File: src/rtl/core/sax_enc_pkg.sv
// ---------------------------------------------------------------------------
// sax_enc_pkg: shared types and constants of the SAX word encoder
// Field widths, register indexes and the symbol alphabet.
// ---------------------------------------------------------------------------
package sax_enc_pkg;

    // Fixed field widths
    localparam int SUM_W     = 28;   // running segment sum, signed
    localparam int CNT_W     = 10;   // samples already in the segment
    localparam int LEN_W     = 11;   // segment_length register
    localparam int SYM_W     = 2;    // one symbol
    localparam int WORD_W    = 5;    // base-3 word index
    localparam int SEG_W     = 2;    // segment number
    localparam int CFG_IDX_W = 3;    // configuration index
    localparam int CFG_DAT_W = 16;   // configuration data
    localparam int M_DATA_W  = 16;   // three symbols and the word, byte padded

    localparam logic [LEN_W-1:0] SEG_LEN_MAX = LEN_W'(1024);
    localparam logic [SEG_W-1:0] LAST_SEG    = SEG_W'(2);
    localparam int               ALPHABET    = 3;

    // Configuration register indexes
    localparam logic [CFG_IDX_W-1:0] REG_SEG_LEN  = CFG_IDX_W'(0);
    localparam logic [CFG_IDX_W-1:0] REG_MEAN     = CFG_IDX_W'(1);
    localparam logic [CFG_IDX_W-1:0] REG_INV_STD  = CFG_IDX_W'(2);
    localparam logic [CFG_IDX_W-1:0] REG_CUT_LOW  = CFG_IDX_W'(3);
    localparam logic [CFG_IDX_W-1:0] REG_CUT_HIGH = CFG_IDX_W'(4);

    typedef logic [SYM_W-1:0] t_sym;

endpackage

File: src/rtl/core/sax_word_encoder.sv
// ---------------------------------------------------------------------------
// sax_word_encoder: three-symbol SAX word encoder
// Sums each segment of a window relative to the baseline mean, classifies
// the normalized segment mean against two cutpoints and emits a 3-symbol word.
// ---------------------------------------------------------------------------
//  channel   | direction | transaction                                | fields
//  s (input) | in        | i_s_tvalid & o_s_tready                    | sample, window_start
//  m (result)| out       | o_m_tvalid & i_m_tready                    | symbols, word_index
//  cfg       | in        | i_cfg_valid & o_cfg_ready                  | index, data
//
//  One sample per cycle unless stalled; the segment sum runs in the accept
//  cycle, the three multiplies of the classification take one more stage,
//  the compare a third, which loads the word into the output register.
//  Reset (synchronous, i_rst_n low) clears the sum, counters and pipe valids
//  and loads the register defaults. The input stalls only while a finished
//  word waits in the output register and another one is ready behind it.
// ---------------------------------------------------------------------------
module sax_word_encoder #(
    parameter int SAMPLE_BITS = 16
) (
    input  logic                                     i_clk,
    input  logic                                     i_rst_n,
    // sample stream
    input  logic                                     i_s_tvalid,
    output logic                                     o_s_tready,
    input  logic [((SAMPLE_BITS+7)/8)*8-1:0]         i_s_tdata,  // [SAMPLE_BITS-1:0] sample
    input  logic                                     i_s_tuser,  // [0] window_start
    // word stream
    output logic                                     o_m_tvalid,
    input  logic                                     i_m_tready,
    output logic [sax_enc_pkg::M_DATA_W-1:0]         o_m_tdata,  // [1:0] symbol_first,
                                                                 // [3:2] symbol_second,
                                                                 // [5:4] symbol_third,
                                                                 // [10:6] word_index
    // configuration writes
    input  logic                                     i_cfg_valid,
    output logic                                     o_cfg_ready,
    input  logic [sax_enc_pkg::CFG_IDX_W-1:0]        i_cfg_index,
    input  logic [sax_enc_pkg::CFG_DAT_W-1:0]        i_cfg_data
);

    localparam int SUM_W  = sax_enc_pkg::SUM_W;
    localparam int LEN_W  = sax_enc_pkg::LEN_W;
    localparam int CNT_W  = sax_enc_pkg::CNT_W;
    localparam int SEG_W  = sax_enc_pkg::SEG_W;
    localparam int DIFF_W = ((SAMPLE_BITS > 16) ? SAMPLE_BITS : 16) + 1;
    localparam int ACC_W  = SUM_W + 1;
    localparam int PROD_W = SUM_W + 17;          // sum x unsigned 16-bit scale
    localparam int LHS_W  = PROD_W + 4;          // times 16
    localparam int CUT_W  = 16 + LEN_W + 1;      // cut x length

    localparam logic signed [ACC_W-1:0] SUM_MAX = ACC_W'((64'sd1 <<< (SUM_W-1)) - 1);
    localparam logic signed [ACC_W-1:0] SUM_MIN = -ACC_W'(64'sd1 <<< (SUM_W-1));

    // Configuration registers
    logic        [LEN_W-1:0] r_seg_len;
    logic signed [15:0]      r_mean;
    logic        [15:0]      r_inv_std;
    logic signed [15:0]      r_cut_low;
    logic        [14:0]      r_cut_high;

    // Accumulator state
    logic signed [SUM_W-1:0] r_sum,  n_sum;
    logic        [CNT_W-1:0] r_cnt,  n_cnt;
    logic        [SEG_W-1:0] r_seg,  n_seg;

    // Multiply stage
    logic                    r_b_valid;
    logic signed [SUM_W-1:0] r_b_sum,  n_b_sum;
    logic        [LEN_W-1:0] r_b_len;
    logic        [SEG_W-1:0] r_b_seg;

    // Compare stage
    logic                     r_c_valid;
    logic signed [PROD_W-1:0] r_c_prod;
    logic signed [CUT_W-1:0]  r_c_low;
    logic signed [CUT_W-1:0]  r_c_high;
    logic        [SEG_W-1:0]  r_c_seg;

    // Held symbols and output register
    sax_enc_pkg::t_sym        r_held0, r_held1;
    logic                     r_out_valid;
    sax_enc_pkg::t_sym        r_out_s0, r_out_s1, r_out_s2;
    logic [sax_enc_pkg::WORD_W-1:0] r_out_word;

    logic                    en;
    logic                    s_acc;
    logic [LEN_W-1:0]        eff_len;
    logic signed [DIFF_W-1:0] diff;
    logic signed [ACC_W-1:0] acc;
    logic signed [ACC_W-1:0] acc_sat;
    logic signed [SUM_W-1:0] base_sum;
    logic        [CNT_W-1:0] base_cnt;
    logic        [SEG_W-1:0] base_seg;
    logic                    seg_end;
    logic signed [LHS_W-1:0] lhs;
    sax_enc_pkg::t_sym       sym;
    logic                    c_last;

    // Stall the whole pipe only when a word would collide with a waiting one
    assign c_last     = r_c_valid && (r_c_seg == sax_enc_pkg::LAST_SEG);
    assign en         = !(r_out_valid && !i_m_tready && c_last);
    assign o_s_tready = en;
    assign s_acc      = i_s_tvalid && en;
    assign o_cfg_ready = 1'b1;

    // Clamp the segment length to 1..1024
    always_comb begin
        if (r_seg_len == '0) begin
            eff_len = LEN_W'(1);
        end else if (r_seg_len > sax_enc_pkg::SEG_LEN_MAX) begin
            eff_len = sax_enc_pkg::SEG_LEN_MAX;
        end else begin
            eff_len = r_seg_len;
        end
    end

    // Accumulate the sample with saturation and detect segment end
    always_comb begin
        base_sum = i_s_tuser ? '0 : r_sum;
        base_cnt = i_s_tuser ? '0 : r_cnt;
        base_seg = i_s_tuser ? '0 : r_seg;
        diff     = DIFF_W'($signed(i_s_tdata[SAMPLE_BITS-1:0])) - DIFF_W'(r_mean);
        acc      = ACC_W'(base_sum) + ACC_W'(diff);
        if (acc > SUM_MAX) begin
            acc_sat = SUM_MAX;
        end else if (acc < SUM_MIN) begin
            acc_sat = SUM_MIN;
        end else begin
            acc_sat = acc;
        end
        n_b_sum = SUM_W'(acc_sat);
        seg_end = !((LEN_W'(base_cnt) + LEN_W'(1)) < eff_len);
        if (seg_end) begin
            n_sum = '0;
            n_cnt = '0;
            n_seg = (base_seg == sax_enc_pkg::LAST_SEG) ? '0 : base_seg + SEG_W'(1);
        end else begin
            n_sum = n_b_sum;
            n_cnt = base_cnt + CNT_W'(1);
            n_seg = base_seg;
        end
    end

    // Configuration register writes
    always_ff @(posedge i_clk) begin
        if (!i_rst_n) begin
            r_seg_len  <= LEN_W'(16);
            r_mean     <= '0;
            r_inv_std  <= 16'd256;
            r_cut_low  <= -16'sd1761;
            r_cut_high <= 15'd1761;
        end else if (i_cfg_valid) begin
            case (i_cfg_index)
                sax_enc_pkg::REG_SEG_LEN:  r_seg_len  <= i_cfg_data[LEN_W-1:0];
                sax_enc_pkg::REG_MEAN:     r_mean     <= $signed(i_cfg_data);
                sax_enc_pkg::REG_INV_STD:  r_inv_std  <= i_cfg_data;
                sax_enc_pkg::REG_CUT_LOW:  r_cut_low  <= $signed(i_cfg_data);
                sax_enc_pkg::REG_CUT_HIGH: r_cut_high <= i_cfg_data[14:0];
                default: ;
            endcase
        end
    end

    // Control state: accumulator, counters, pipe valids and held symbols
    always_ff @(posedge i_clk) begin
        if (!i_rst_n) begin
            r_sum       <= '0;
            r_cnt       <= '0;
            r_seg       <= '0;
            r_b_valid   <= 1'b0;
            r_c_valid   <= 1'b0;
            r_out_valid <= 1'b0;
            r_held0     <= '0;
            r_held1     <= '0;
        end else begin
            if (s_acc) begin
                r_sum <= n_sum;
                r_cnt <= n_cnt;
                r_seg <= n_seg;
            end
            if (en) begin
                r_b_valid <= s_acc && seg_end;
                r_c_valid <= r_b_valid;
                if (r_c_valid && !c_last) begin
                    if (r_c_seg[0]) begin
                        r_held1 <= sym;
                    end else begin
                        r_held0 <= sym;
                    end
                end
            end
            // Load a finished word, drop one that was taken
            if (en && c_last) begin
                r_out_valid <= 1'b1;
            end else if (i_m_tready) begin
                r_out_valid <= 1'b0;
            end
        end
    end

    // Classification: count the cutpoints reached
    assign lhs = {r_c_prod, 4'b0000};
    always_comb begin
        sym = '0;
        if (lhs >= LHS_W'(r_c_low)) begin
            sym = sym + 2'd1;
        end
        if (lhs >= LHS_W'(r_c_high)) begin
            sym = sym + 2'd1;
        end
    end

    // Payload pipe: segment sum, products, output word
    always_ff @(posedge i_clk) begin
        if (en) begin
            r_b_sum  <= n_b_sum;
            r_b_len  <= eff_len;
            r_b_seg  <= base_seg;
            r_c_prod <= r_b_sum * $signed({1'b0, r_inv_std});
            r_c_low  <= r_cut_low * $signed({1'b0, r_b_len});
            r_c_high <= $signed({1'b0, r_cut_high}) * $signed({1'b0, r_b_len});
            r_c_seg  <= r_b_seg;
            if (c_last) begin
                r_out_s0   <= r_held0;
                r_out_s1   <= r_held1;
                r_out_s2   <= sym;
                r_out_word <= 5'(r_held0) * 5'(sax_enc_pkg::ALPHABET * sax_enc_pkg::ALPHABET)
                            + 5'(r_held1) * 5'(sax_enc_pkg::ALPHABET) + 5'(sym);
            end
        end
    end

    assign o_m_tvalid = r_out_valid;
    assign o_m_tdata  = {5'b00000, r_out_word, r_out_s2, r_out_s1, r_out_s0};

endmodule

File: config.mk
export PLATFORM = sky130hd
export DESIGN_NAME = sax_word_encoder
export DESIGN_NICKNAME = d
export VERILOG_FILES = /design/src/rtl/core/sax_enc_pkg.sv /design/src/rtl/core/sax_word_encoder.sv
export SDC_FILE = /design/constraint.sdc
export NUM_CORES = 2
export LEC_CHECK = 0
export BUFFER_PORTS_ARGS = -buffer_cell sky130_fd_sc_hd__buf_2
export CAP_MARGIN = 15
export CORE_ASPECT_RATIO = 0.6
export CORE_MARGIN = 2
export CORE_UTILIZATION = 30
export CTS_BUF_LIST = sky130_fd_sc_hd__clkbuf_16
export DETAILED_ROUTE_END_ITERATION = 16
export PLACE_DENSITY = 0.51
export RECOVER_POWER = 25
export SYNTH_ARGS = -nofsm -noshare
export SYNTH_HDL_FRONTEND = slang
export SYNTH_SLANG_ARGS = --single-unit
export TNS_END_PERCENT = 5
File: constraint.sdc
create_clock -name i_clk -period 8.2 [get_ports i_clk]
set_clock_uncertainty 0.15 [all_clocks]
set_input_delay 1.64 -clock i_clk [delete_from_list [all_inputs] [get_ports i_clk]]
set_output_delay 1.64 -clock i_clk [all_outputs]
set_load 0.02 [all_outputs]
## Word level (Yosys, flattened, before mapping)

Cells that the tools add are included.

| storage, ports and cells | value |
|---|---|
| output and inout port bits | 19 |
| register bits after elaboration | 274 |
| logic and storage cells | 88 |

| cells by class | value |
|---|---|
| multiplexer cells | 15 |
| order comparisons | 6 |
| $mul | 5 |
| equal/unequal tests | 6 |
| reduce and logical (&&, ||, !) cells | 22 |
| $add $sub $neg | 8 |
| bitwise operators | 2 |

Operators by type and width:

| kind | count |
|---|---|
| $mux 28 | 4 |
| $ge 49x27->1 | 1 |
| $ge 49x28->1 | 1 |
| $mul 28x17->45 | 1 |
| $add 28x17->29 | 1 |
| $gt 29x28->1 const B | 1 |
| $lt 29x28->1 const B | 1 |
| $mul 16x12->28 | 1 |
| $mul 15x11->26 | 1 |
| $mux 11 | 2 |
| $mux 10 | 2 |
| $sub 16x16->17 | 1 |
| $reduce_and 2->1 | 6 |
| $add 10x1->11 const B | 1 |
| $gt 11x11->1 const B | 1 |
| $logic_not 11->1 | 1 |
| $lt 11x11->1 | 1 |
| $add 10x1->10 const B | 1 |
| $mux 2 | 4 |
| $logic_and 1x1->1 | 7 |
| $eq 3x2->1 const B | 2 |
| $reduce_and 3->1 | 2 |
| $add 5x2->5 | 1 |
| $add 5x4->5 | 1 |
| other kinds (11) | 19 |

## Logic depth before layout (Yosys ltp)

| depth | value |
|---|---|
| depth in word-level cells | 6 |
| depth in mapped cells | 26 |
| depth with buffers taken out | 23 |

## Worst setup path after synthesis

OpenSTA, ideal clock, no wires.

| timing | value |
|---|---|
| path type | input to register |
| start | input port i_m_tready |
| end | register r_sum[25] |
| cell stages on the path | 8 |
| arrival | 6.386 ns |
| path slack | 1.542 ns |
| data required time | 7.928 ns |
| library setup time | 0.122 ns |
| cells stage by stage | nand2b_1 nor2_1 inv_1 nand2_1 and2_1 clkbuf_1 clkbuf_1 a221o_1 |

| between the ends | value |
|---|---|
| word-level cells in the longest chain between the ends | 5 |

RTL lines:

| what | line | source |
|---|---|---|
| start: declaration | sax_word_encoder.sv:30 | `input logic i_m_tready,` |
| $logic_not 1->1 | sax_word_encoder.sv:102 | `assign en = !(r_out_valid && !i_m_tready && c_last);` |
| $logic_and 1x1->1 (2 in a row) | sax_word_encoder.sv:102 |  |
| $logic_not 1->1 | sax_word_encoder.sv:102 |  |
| named net o_s_tready | sax_word_encoder.sv:25 | `output logic o_s_tready,` |
| $logic_and 1x1->1 | sax_word_encoder.sv:104 | `assign s_acc = i_s_tvalid && en;` |
| end signal: assignment | sax_word_encoder.sv:178 | `r_sum <= n_sum;` |
| end: declaration | sax_word_encoder.sv:63 | `logic signed [SUM_W-1:0] r_sum, n_sum;` |

The timed path passes the listed nets, and every way through them passes these cells.
A chain may end at the register's enable or synchronous reset.

## Final worst setup path

| timing | value |
|---|---|
| start | register r_inv_std[6] |
| end | register r_c_prod[44], data pin |

| between the ends | value |
|---|---|
| word-level cells in the longest chain between the ends | 1 |

RTL lines:

| what | line | source |
|---|---|---|
| start: declaration | sax_word_encoder.sv:58 | `logic [15:0] r_inv_std;` |
| start signal: assignment | sax_word_encoder.sv:157 | `sax_enc_pkg::REG_INV_STD: r_inv_std <= i_cfg_data;` |
| $mul 28x17->45 | sax_word_encoder.sv:220 | `r_c_prod <= r_b_sum * $signed({1'b0, r_inv_std});` |
| end signal: assignment | sax_word_encoder.sv:220 |  |
| end: declaration | sax_word_encoder.sv:75 | `logic signed [PROD_W-1:0] r_c_prod;` |

No other way between the ends.

==> flow_metrics.env <==
export IMPL_status="finished, violations left"
export IMPL_violations="capacitance limit, slew limit"
export IMPL_endpoint="r_c_prod[44]$_DFFE_PN_"
export IMPL_post_cts_resized=0
export IMPL_p_comb_share_pct=57.1
export IMPL_cts_hold_buf=0
export IMPL_tritoncts="yes"
export IMPL_syn_to_final_growth_pct=8.048
export IMPL_mostFrequentLayoutCell="inv_1"
export IMPL_antenna_found_initial=11
export IMPL_period_needed_ns=7.353
export IMPL_ys_ff_latch=274
export IMPL_grt_max_degree=95
export IMPL_ir_drop_mv=0.1804
export IMPL_hpwl_mm=99.86
export IMPL_numCtsBuffers=31
export IMPL_nets=5616
export IMPL_dieArea_sq_um=142200
export IMPL_r2r_slack_ns=0.85
export IMPL_yosysUniqueCellTypes=75
export IMPL_finalCritPeriodShare_pct=89.67
export IMPL_num_io_pins=60
export IMPL_synth_edff_count=153
export IMPL_rsz0062_at_grt="no"
export IMPL_start_kind="flop"
export IMPL_grt_pass1_vias=29418
export IMPL_powerDensity_nw_per_um2=215.6
export IMPL_dieWidth_microns=485.6
export IMPL_place_congestion=0.8709
export IMPL_tightestPinTransition_ns=4.346
export IMPL_avgSynthCellArea_sq_um=9.205
export IMPL_clk_pin_slew_ns=0.07
export IMPL_fmax_ghz=0.1360
export IMPL_fp_dieH_microns=292.9
export IMPL_synthArstFlopShare_pct=0
export IMPL_clock_latency_ns=0.64
export IMPL_reg2reg_to="r_c_prod[44]$_DFFE_PN_"
export IMPL_p_switching_mw=4.649
export IMPL_crit_fanout=29
export IMPL_p_leak_nw=21.87
export IMPL_maxCapViolCount=3
export IMPL_mostFrequentLayoutCells="inv_1 (1011), fa_1 (741), nand2_1 (671)"
export IMPL_worstSetupPathType="flop to flop"
export IMPL_vias=29521
export IMPL_place_inst=6272
export IMPL_htree_levels=1
export IMPL_clk_path_buf_depth=3
export IMPL_placementRows=105
export IMPL_drive_gt1_share_pct=4.366
export IMPL_cts_setup_buffers=0
export IMPL_seq_area_frac_synth_pct=16.81
export IMPL_reg2reg_depth=22
export IMPL_slew_violations=181
export IMPL_first_iter_violations=2845
export IMPL_start_util_pct=30.38
export IMPL_synth_flop_cell="edfxtp_1"
export IMPL_n_fill_cell=14291
export IMPL_finalHoldViolCount=0
export IMPL_grt_pass1_wl_mm=186.2
export IMPL_p_int_mw=5.076
export IMPL_postRouteAntennaNets=0
export IMPL_cp_data_required_time_ns=8.40
export IMPL_drcViolationCount=0
export IMPL_p_clk_share_pct=15.9
export IMPL_r2r_start="r_inv_std[6]$_SDFFE_PN0P_"
export IMPL_clkSinkCount=274
export IMPL_drt_wirelength_per_cell_microns=19.07
export IMPL_root_buffer="clkbuf_16"
export IMPL_cp_startpoint="r_inv_std[6]$_SDFFE_PN0P_"
export IMPL_drt_wl_total_mm=120.8
export IMPL_tns_ns=0
export IMPL_synth_cell_area_sq_um=41750
export IMPL_cp_arrival_ns=7.56
export IMPL_coreArea_sq_um=137400
export IMPL_stdcell_count=6333
export IMPL_yosys_warnings=0
export IMPL_hold_path_class="flop to flop"
export IMPL_seq_power_share_pct=27.0
export IMPL_dr_pass1_iters=6
export IMPL_port_buffers=53
export IMPL_via_per_inst=4.661
export IMPL_crit_path_end_kind="flop"
export IMPL_grtUsageTotal_pct=17.13
export IMPL_gr_total_overflow=0
export IMPL_setup_violations=0
export IMPL_syn_inst=4535
export IMPL_p_sw_share_pct=47.81
export IMPL_slew_limit_headroom_pct=-189.7
## worst max-delay path, cell delays in order (launching register included)
cell,delay [ns]
dfxtp_1,0.98
and2_1,0.26
fa_1,0.42
inv_1,0.09
fa_1,0.44
fa_1,0.52
inv_1,0.05
fa_1,0.50
fa_1,0.58
inv_1,0.06
fa_1,0.54
inv_1,0.04
ha_1,0.34
a21o_1,0.20
a21o_1,0.19
a2111oi_0,0.41
nand3_1,0.20
nand3_1,0.16
a41oi_1,0.20
a21oi_1,0.32
o21ai_0,0.14
a21oi_1,0.18
xnor2_1,0.08
## worst min-delay path by stage
stage,slack [ns],to,cells past startpoint,startpoint
6_report,0.28,r_c_seg[1]$_DFFE_PN_,0,r_b_seg[1]$_DFFE_PN_
5_1_grt,0.29,r_c_seg[1]$_DFFE_PN_,0,r_b_seg[1]$_DFFE_PN_
4_1_cts,0.28,r_c_seg[1]$_DFFE_PN_,0,r_b_seg[1]$_DFFE_PN_
3_5_place_dp,0.27,r_c_seg[1]$_DFFE_PN_,0,r_b_seg[1]$_DFFE_PN_
3_3_place_gp,0.27,r_c_seg[0]$_DFFE_PN_,0,r_b_seg[0]$_DFFE_PN_
2_1_floorplan,0.25,r_c_seg[0]$_DFFE_PN_,0,r_b_seg[0]$_DFFE_PN_
## power groups by stage
stage / Combinational (mW) / Sequential, mW / Clock (mW)
finish: 5.55 / 2.63 / 1.55
global route: 6.32 / 2.66 / 1.64
CTS: 5.55 / 2.61 / 1.59
detailed placement: 5.52 / 2.63 / 0
global placement: 5.47 / 2.63 / 0
floorplan: 4.12 / 2.13 / 0
## cell families (layout without fill, tap and decap cells)
| kind of cell | count (synthesis) | in the layout | share of synthesized area [%] |
|---|---|---|---|
| AO/OA/AOI/OAI | 468 | 468 | 7.505 |
| XOR/XNOR | 127 | 127 | 2.665 |
| adder cells (fa/ha/maj) | 1107 | 1107 | 46.45 |
| buffers and inverters | 1208 | 1181 | 11.01 |
| flip-flops | 274 | 274 | 16.81 |
| multiplexers | 2 | 2 | 0.04796 |
| other | 2 | 8 | 0.01799 |
| AND/OR/NAND/NOR | 1347 | 1347 | 15.50 |
## area by class of cell
class / instances / area [sq um] / area share, %
multi-input cells: 3057 / 30160 / 66.86
flip-flops and latches: 274 / 7017 / 15.56
inverters: 1010 / 3792 / 8.408
well taps: 1819 / 2276 / 5.046
clock buffers: 31 / 775.7 / 1.720
repair buffers: 113 / 768.2 / 1.703
clock inverters: 27 / 315.3 / 0.6990
diodes: 2 / 5.005 / 0.01110
## state kept, by name (all words and copies together), names as in the netlist, 5 cells and up
| register | cells |
|---|---|
| r_cnt | 10 |
| r_b_sum | 28 |
| r_cut_low | 16 |
| r_mean | 16 |
| r_b_len | 11 |
| r_seg_len | 11 |
| r_sum | 28 |
| r_c_high | 26 |
| r_c_prod | 45 |
| r_c_low | 28 |
| r_cut_high | 15 |
| r_out_word | 5 |
| r_inv_std | 16 |
## per-layer routing
layer / vias up / part of all wire [%] / track usage, %
met4: 2 / 0.95 / 1.512
met3: 66 / 11 / 6.026
met2: 1017 / 33 / 19.30
met5: - / 0.011 / 0
li1: 13712 / - / -
met1: 14724 / 55 / 29.78
## per-stage QoR
| stage | utilization, % | setup slack (ns) | hold WS (ns) | power (mW) | area (sq um) |
|---|---|---|---|---|---|
| 2_1_floorplan | - | 1.542 | 0.2503 | 6.254 | 41760 |
| 3_5_place_dp | 32.03 | 0.8666 | 0.2659 | 8.151 | 44010 |
| 6_report | 32.82 | 0.8467 | 0.2789 | 9.725 | 45100 |
| 5_1_grt | 32.82 | 0.4074 | 0.2867 | 10.63 | 45100 |
| 4_1_cts | 32.82 | 0.8042 | 0.2814 | 9.748 | 45110 |
| 3_3_place_gp | 32.03 | 0.9842 | 0.2652 | 8.104 | 44010 |
## synth_stat cells, types with 3 or more instances
cell type  instances  area, sq um
buf_6              4        45.04
and2_1           359         2246
nor3_1            16        80.08
fa_1             741        14830
and4_1             5        43.79
a41oi_1            5        43.79
o31ai_1            8        60.06
or2_2              5        31.28
nor4_1            12        75.07
a31oi_1           16        100.1
nand2_1          671         2519
xnor2_1          100        875.8
clkbuf_1         181        679.4
nor3b_1            5        37.54
buf_4              7        52.55
a211o_1            3        26.28
o21ai_0           62        310.3
a221o_1           23        230.2
o31a_1             4        35.03
o21a_1            13        97.59
a211oi_1           7        52.55
edfxtp_1         153         4594
nand3_1           64        320.3
and3_1            14        87.58
dfxtp_1          121         2422
or3_1             11        68.82
a21oi_1          126        630.6
o21ai_1            6        30.03
nor2_1            85        319.1
ha_1             347         4342
buf_2              4        20.02
nand4_1           18        112.6
inv_1           1009         3787
xor2_1            27        236.5
o21bai_1          18        135.1
o22ai_1            3        18.77
nor2b_1           34        212.7
o211ai_1           6        45.04
a21boi_0          73        548.0
nand2b_1          41        256.5
maj3_2            18        202.7
a21o_1            64        480.5
Note: power is estimated with default switching activity, not from simulation.
